--- config.mk ---
export PLATFORM = sky130hd
export DESIGN_NAME = mpfw_ctrl
export DESIGN_NICKNAME = d
export VERILOG_FILES = /design/src/mpfw_pkg.sv /design/src/mpfw_ctrl.sv
export SDC_FILE = /design/constraint.sdc
export NUM_CORES = 1
export LEC_CHECK = 0
export BUFFER_PORTS_ARGS = -buffer_cell sky130_fd_sc_hd__buf_2
export CAP_MARGIN = 20
export CORE_AREA = 2 2 39 41
export CTS_CLUSTER_DIAMETER = 120
export DETAILED_ROUTE_END_ITERATION = 10
export DIE_AREA = 0 0 41 43
export GPL_TIMING_DRIVEN = 0
export SLEW_MARGIN = 25
export SYNTH_ARGS = -nofsm -noshare
export SYNTH_HDL_FRONTEND = slang
export SYNTH_SLANG_ARGS = --single-unit
--- constraint.sdc ---
create_clock -name clk -period 2.84 [get_ports clk]
set_input_delay 0.568 -clock clk [delete_from_list [all_inputs] [get_ports clk]]
set_output_delay 0.568 -clock clk [all_outputs]
set_load 0.01 [all_outputs]
--- src/mpfw_pkg.sv ---
`timescale 1ns / 1ps
// ----------------------------------------------------------------------------
// mpfw_pkg
// Shared types and constants of the page-organized monochrome framebuffer writer.
// ----------------------------------------------------------------------------
package mpfw_pkg;

	localparam int MAX_WIDTH_DEF  = 128;
	localparam int MAX_HEIGHT_DEF = 64;

	localparam int OP_W       = 3;
	localparam int X_W        = 7;
	localparam int Y_W        = 6;
	localparam int WS_W       = 8;
	localparam int HS_W       = 7;
	localparam int COUNT_W    = 16;
	localparam int ADDR_W     = 10;
	localparam int BYTE_W     = 8;
	localparam int UPD_W      = 32;
	localparam int CFG_W_W    = 8;
	localparam int CFG_H_W    = 7;
	localparam int CFG_DATA_W = 8;
	localparam int CFG_IDX_W  = 1;

	localparam logic [CFG_W_W-1:0] CFG_W_RST = 8'd128;
	localparam logic [CFG_H_W-1:0] CFG_H_RST = 7'd64;

	typedef enum logic [OP_W-1:0] {
		OP_SET_WIN   = 3'd0,
		OP_SET_START = 3'd1,
		OP_FILL_RUN  = 3'd2,
		OP_DRAW_PIX  = 3'd3,
		OP_FILL_RECT = 3'd4,
		OP_READ_BYTE = 3'd5
	} op_t;

	typedef enum logic [CFG_IDX_W-1:0] {
		CFG_WIDTH  = 1'b0,
		CFG_HEIGHT = 1'b1
	} cfg_idx_t;

	typedef enum logic [2:0] {
		ST_CLEAR,
		ST_IDLE,
		ST_EXEC,
		ST_RD,
		ST_WR,
		ST_FINISH
	} state_t;

	// First member in the highest bits: fields run from address down to x.
	typedef struct packed {
		logic [ADDR_W-1:0]  address;
		logic [COUNT_W-1:0] count;
		logic               color;
		logic [HS_W-1:0]    h;
		logic [WS_W-1:0]    w;
		logic [Y_W-1:0]     y;
		logic [X_W-1:0]     x;
	} in_fields_t;

	localparam int IN_BITS    = $bits(in_fields_t);
	localparam int IN_DATA_W  = ((IN_BITS + 7) / 8) * 8;

	typedef struct packed {
		logic [UPD_W-1:0]  update_count;
		logic [BYTE_W-1:0] read_data;
	} out_data_t;

	localparam int OUT_DATA_W = $bits(out_data_t);

	typedef struct packed {
		logic take_in;
		logic set_win;
		logic set_start;
		logic bump;
		logic rect_init;
		logic rd_pix;
		logic rd_byte;
		logic wr;
		logic step_run;
		logic step_rect;
		logic clear;
		logic load_out;
	} cmd_t;

	typedef struct packed {
		op_t  op;
		logic count_zero;
		logic tgt_ok;
		logic rect_abort;
		logic rect_empty;
		logic rect_last;
		logic clr_last;
		logic out_free;
	} stat_t;

endpackage

--- src/mpfw_ctrl.sv ---
`timescale 1ns / 1ps
// ----------------------------------------------------------------------------
// mpfw_ctrl
// Operation sequencer: store clearing, item decode, read-modify-write steps.
// ----------------------------------------------------------------------------
module mpfw_ctrl (
	input  logic            clk,
	input  logic            arst_n,
	input  logic            s_tvalid,
	output logic            s_tready,
	input  mpfw_pkg::stat_t stat,
	output mpfw_pkg::cmd_t  cmd
);

	mpfw_pkg::state_t state_q;
	mpfw_pkg::state_t state_d;

	always_ff @(posedge clk or negedge arst_n) begin
		if (!arst_n) begin
			state_q <= mpfw_pkg::ST_CLEAR;
		end else begin
			state_q <= state_d;
		end
	end

	always_comb begin
		state_d  = state_q;
		cmd      = '0;
		s_tready = 1'b0;
		unique case (state_q)
			mpfw_pkg::ST_CLEAR: begin
				cmd.clear = 1'b1;
				if (stat.clr_last) begin
					state_d = mpfw_pkg::ST_IDLE;
				end
			end
			mpfw_pkg::ST_IDLE: begin
				s_tready = 1'b1;
				if (s_tvalid) begin
					cmd.take_in = 1'b1;
					state_d     = mpfw_pkg::ST_EXEC;
				end
			end
			mpfw_pkg::ST_EXEC: begin
				state_d = mpfw_pkg::ST_FINISH;
				unique case (stat.op)
					mpfw_pkg::OP_SET_WIN:   cmd.set_win = 1'b1;
					mpfw_pkg::OP_SET_START: cmd.set_start = 1'b1;
					mpfw_pkg::OP_FILL_RUN: begin
						cmd.bump = 1'b1;
						state_d  = mpfw_pkg::ST_RD;
					end
					mpfw_pkg::OP_DRAW_PIX: begin
						if (stat.tgt_ok) begin
							cmd.bump = 1'b1;
							state_d  = mpfw_pkg::ST_RD;
						end
					end
					mpfw_pkg::OP_FILL_RECT: begin
						if (!stat.rect_abort) begin
							cmd.bump = 1'b1;
							if (!stat.rect_empty) begin
								cmd.rect_init = 1'b1;
								state_d       = mpfw_pkg::ST_RD;
							end
						end
					end
					mpfw_pkg::OP_READ_BYTE: cmd.rd_byte = 1'b1;
					default: ;
				endcase
			end
			mpfw_pkg::ST_RD: begin
				if (stat.op == mpfw_pkg::OP_FILL_RUN && stat.count_zero) begin
					state_d = mpfw_pkg::ST_FINISH;
				end else if (stat.tgt_ok) begin
					cmd.rd_pix = 1'b1;
					state_d    = mpfw_pkg::ST_WR;
				end else begin
					cmd.step_run = 1'b1;
				end
			end
			mpfw_pkg::ST_WR: begin
				cmd.wr  = 1'b1;
				state_d = mpfw_pkg::ST_FINISH;
				if (stat.op == mpfw_pkg::OP_FILL_RUN) begin
					cmd.step_run = 1'b1;
					state_d      = mpfw_pkg::ST_RD;
				end else if (stat.op == mpfw_pkg::OP_FILL_RECT) begin
					cmd.step_rect = 1'b1;
					if (!stat.rect_last) begin
						state_d = mpfw_pkg::ST_RD;
					end
				end
			end
			mpfw_pkg::ST_FINISH: begin
				if (stat.out_free) begin
					cmd.load_out = 1'b1;
					state_d      = mpfw_pkg::ST_IDLE;
				end
			end
			default: state_d = mpfw_pkg::ST_CLEAR;
		endcase
	end

endmodule

==> Yosys cells after proc, flatten, opt, wreduce, memory -nomap -nowiden <==
Cells that the tools add are included.
{ "totals": {"wordCells": 58, "output_inout_bits": 13, "regBits": 3, "inputBits": 13} }
{ "op_classes": {"n_eq_ne": 14, "muxes": 39, "n_reduce_logical": 4} }
{ "ops": {"columns": ["operator", "n"], "rows": [
  ["$mux W3", 11],
  ["$mux W1", 22],
  ["$pmux W3 S6", 1],
  ["$eq A3 B2 Y1 const B", 4],
  ["$eq A3 B3 Y1 const B", 4],
  ["$pmux W3 S3", 1],
  ["$eq A3 B1 Y1 const B", 2],
  ["$logic_not A3 Y1", 2],
  ["$ne A2 B2 Y1 const B", 3],
  ["$mux W4", 1],
  ["$reduce_and A4 Y1", 1],
  ["$ne A3 B3 Y1 const B", 1],
  ["$pmux W1 S3", 1],
  ["$mux W2", 1],
  ["$pmux W1 S2", 1],
  ["$logic_and A1 B1 Y1", 1]
]} }

==> Longest topological paths before layout <==
{ "logic_depth": {"ltp_word": 4, "mapped_depth": 6, "ltp_nobuf": 5} }

==> Worst setup path before layout <==
OpenSTA, ideal clock, no wires.
{ "synth_timing": {"path_type": "input port to output port", "from": "input port stat[8] in the netlist's numbering", "to": "output port cmd[7] in the netlist's numbering", "path_buffers": 0, "slack_ns": 0.881, "arrival_ns": 1.391, "stages": 2, "path_cell_list": "or4b_4 nor3_1"} }
{ "synth_lines": {"columns": ["item", "line_no", "text"], "rows": [
  ["from (decl)", "mpfw_ctrl.sv:11", "input mpfw_pkg::stat_t stat,"],
  ["to (decl)", "mpfw_ctrl.sv:12", "output mpfw_pkg::cmd_t cmd"]
]} }

==> impl_metrics.yaml <==
clock_tree:
  clkSlewWorstSetupHoldPaths_ns: 0.04
  cts_hold_buf: 0
  cts-resized-gates: 0
  post_cts_buffers: 0
  clk-insertion-delay-late_ns: 0.24
  clock_sinks: 3
  root_buffer: "clkbuf_4"
  cts_made_buffers: 3
  cts_tree: "yes"
  htreeDepth: 1
  cts.path.max_buffers: 2
cells_and_area:
  final_cell_mix: "buf_2, nor2_1, nand2_1, nand2b_1, nor3_1"
  largest_reg_flops: 3
  regMostFlops: "state_q"
  diodes: 0
  final_common_cell: "buf_2"
  nets: 106
  drive_gt1_share_pct: 36.96
  syn2layout_area_growth_pct: 40.65
  n_fill_cell: 154
  stdcell_area_um2: 593.1
  reg.largest.list: "state_q: 3 flops"
timing:
  rsz0062_at_grt: "no"
  slew_violations: 0
  setup_tns_ns: 0
  timing.final.ws_setup_ns: 0.7015
  post-route-min-period_ns: 2.139
  finalHoldViolCount: 0
  finalClockSkew_ns: 0.005928
  final.period_utilization_pct: 75.30
  fmax_mhz: 467.6
  slew_headroom_pct: 75.85
  worstMarginPinSlew_ns: 0.3623
  setup_viol: 0
synthesis:
  yosysTopAreaCellShare_pct: 17.80
  synth_area_leaders: "dfrtp_1, nand2b_1, nor2_1, nor3_1, nand2_1"
  ys.warnings.count: 0
  avgSynthCellArea_um2: 6.693
  yosys.area.top_type: "dfrtp_1"
  ys_types: 28
  syn-num-nets: 76
  synth.ff_latch_count: 3
  postSynthCellCount: 63
  seq_area_frac_synth_pct: 17.80
  netlist_area_um2: 421.7
critical_path:
  critPathMaxFanout: 6
  crit_required_ns: 2.27
  worstSetupPathType: "in2out"
  arrival_ns: 1.57
  startpoint: "stat[8]"
  timing.rr.start: "state_q[2]"
  setup.worst_path.end_class: "output pin"
  setup.worst_path.start_class: "input port"
place:
  io_buffers: 25
  place_ws_ns: 0.7184
  placed_area_um2: 566.8
  hpwl_um: 873.6
  gp_congestion: 0.7154
routing:
  antenna_left: 0
  drtIter0Drc: 3
  wl_um: 1103
  vias_per_cell: 4.787
  wl_per_cell_um: 10.21
  firstDrtPassIters: 4
  drc_errors: 0
  vias: 517
die:
  die_x_um: 41
  io_pins: 26
  die_area_mm2: 0.001763
  rows: 14
  initial_core_util_pct: 30.47
  fp.dieH_um: 43
  core_mm2: 0.001384
global_routing:
  grt_pass1_wl_um: 1580
  antenna_found_initial: 0
  grt_max_degree: 11
  grt_overflow: 0
  first_global_vias: 424
  track_usage_pct: 13.37
job:
  max_cap_viol_count: 0
run_status:
  outcome: "finished, final reports clean"
power_and_ir_drop:
  total_power_uw: 423.6
  powerDensity_mw_per_mm2: 714.3
  peakVddDrop_mv: 0.3337
  leakage_nw: 0.2991
min_path:
  hold_class: "in2async"
[kinds of logic (layout without fill, tap and decap cells)]
group	after synthesis	count (layout)	share of synthesized area (%)
DFF	3	3	17.80
and+or+nand+nor	37	37	46.89
buffers and inverters	7	36	6.527
AOI/OAI and AO/OA	16	16	28.79
[metrics by stage]
step / utilization, % / cells / hold WS, ns
CTS: 42.86 / 108 / 0.1129
detailed placement: 40.96 / 104 / 0.3657
finish: 42.86 / 108 / 0.1098
floorplan: - / 63 / 0.2724
global placement: 40.96 / 104 / 0.3629
global route: 42.86 / 108 / 0.1134
[synthesized netlist by cell type]
library cell,count
clkbuf_1,2
a21o_1,1
o21ai_0,4
a211o_1,1
a21boi_0,1
a41oi_2,1
o22ai_1,1
a41oi_1,1
a31oi_1,1
nand3_1,3
and2b_1,1
or4b_4,1
o211ai_1,1
nor3_1,5
nor2_1,8
nand3b_1,1
nor2b_1,3
a21oi_1,2
a21bo_2,1
nand2_1,6
or2_2,1
nor3b_1,1
nand2b_1,6
nor4_1,1
inv_1,4
o22ai_2,1
buf_2,1
dfrtp_1,3
[area by class of cell]
class	instances	area, um2	share of cell area [%]
Buffer	3	12.51	2.110
Inverter	4	15.01	2.532
Multi-Input combinational cell	53	319.1	53.80
Tap cell	16	20.02	3.376
Clock buffer	4	26.28	4.430
Timing Repair Buffer	25	125.1	21.10
Sequential cell	3	75.07	12.66
[metal layers]
metal,part of all wire [%],global-route usage (%),vias up
met1,44,14.52,214
li1,-,-,281
met4,1.9,10.00,0
met3,7.9,3.141,2
met2,46,20.94,20
met5,0,0,-
[power by group]
part,internal [mW],total [mW],switching (mW),leakage [nW]
registers,0.0617,0.0664,0.00474,0.0374
clock network,0.0529,0.0796,0.0267,0.0150
logic,0.113,0.278,0.164,0.247
[critical path, stage by stage]
cell	delay, ns
buf_2	0.13
or4b_4	0.57
a21oi_1	0.16
buf_2	0.14
[worst paths after layout]
kind	to	slack, ns	depth (start not counted)
worst max register to register	state_q[2]	1.33	5
worst min register to register	state_q[2]	0.64	3
worst min-delay path	state_q[1]	0.11	1
worst max-delay path	cmd[8]	0.70	4
min in group clk	state_q[2]	0.64	3
max in group asynchronous	state_q[0]	2.62	1
(Power assumes the default switching activity.)
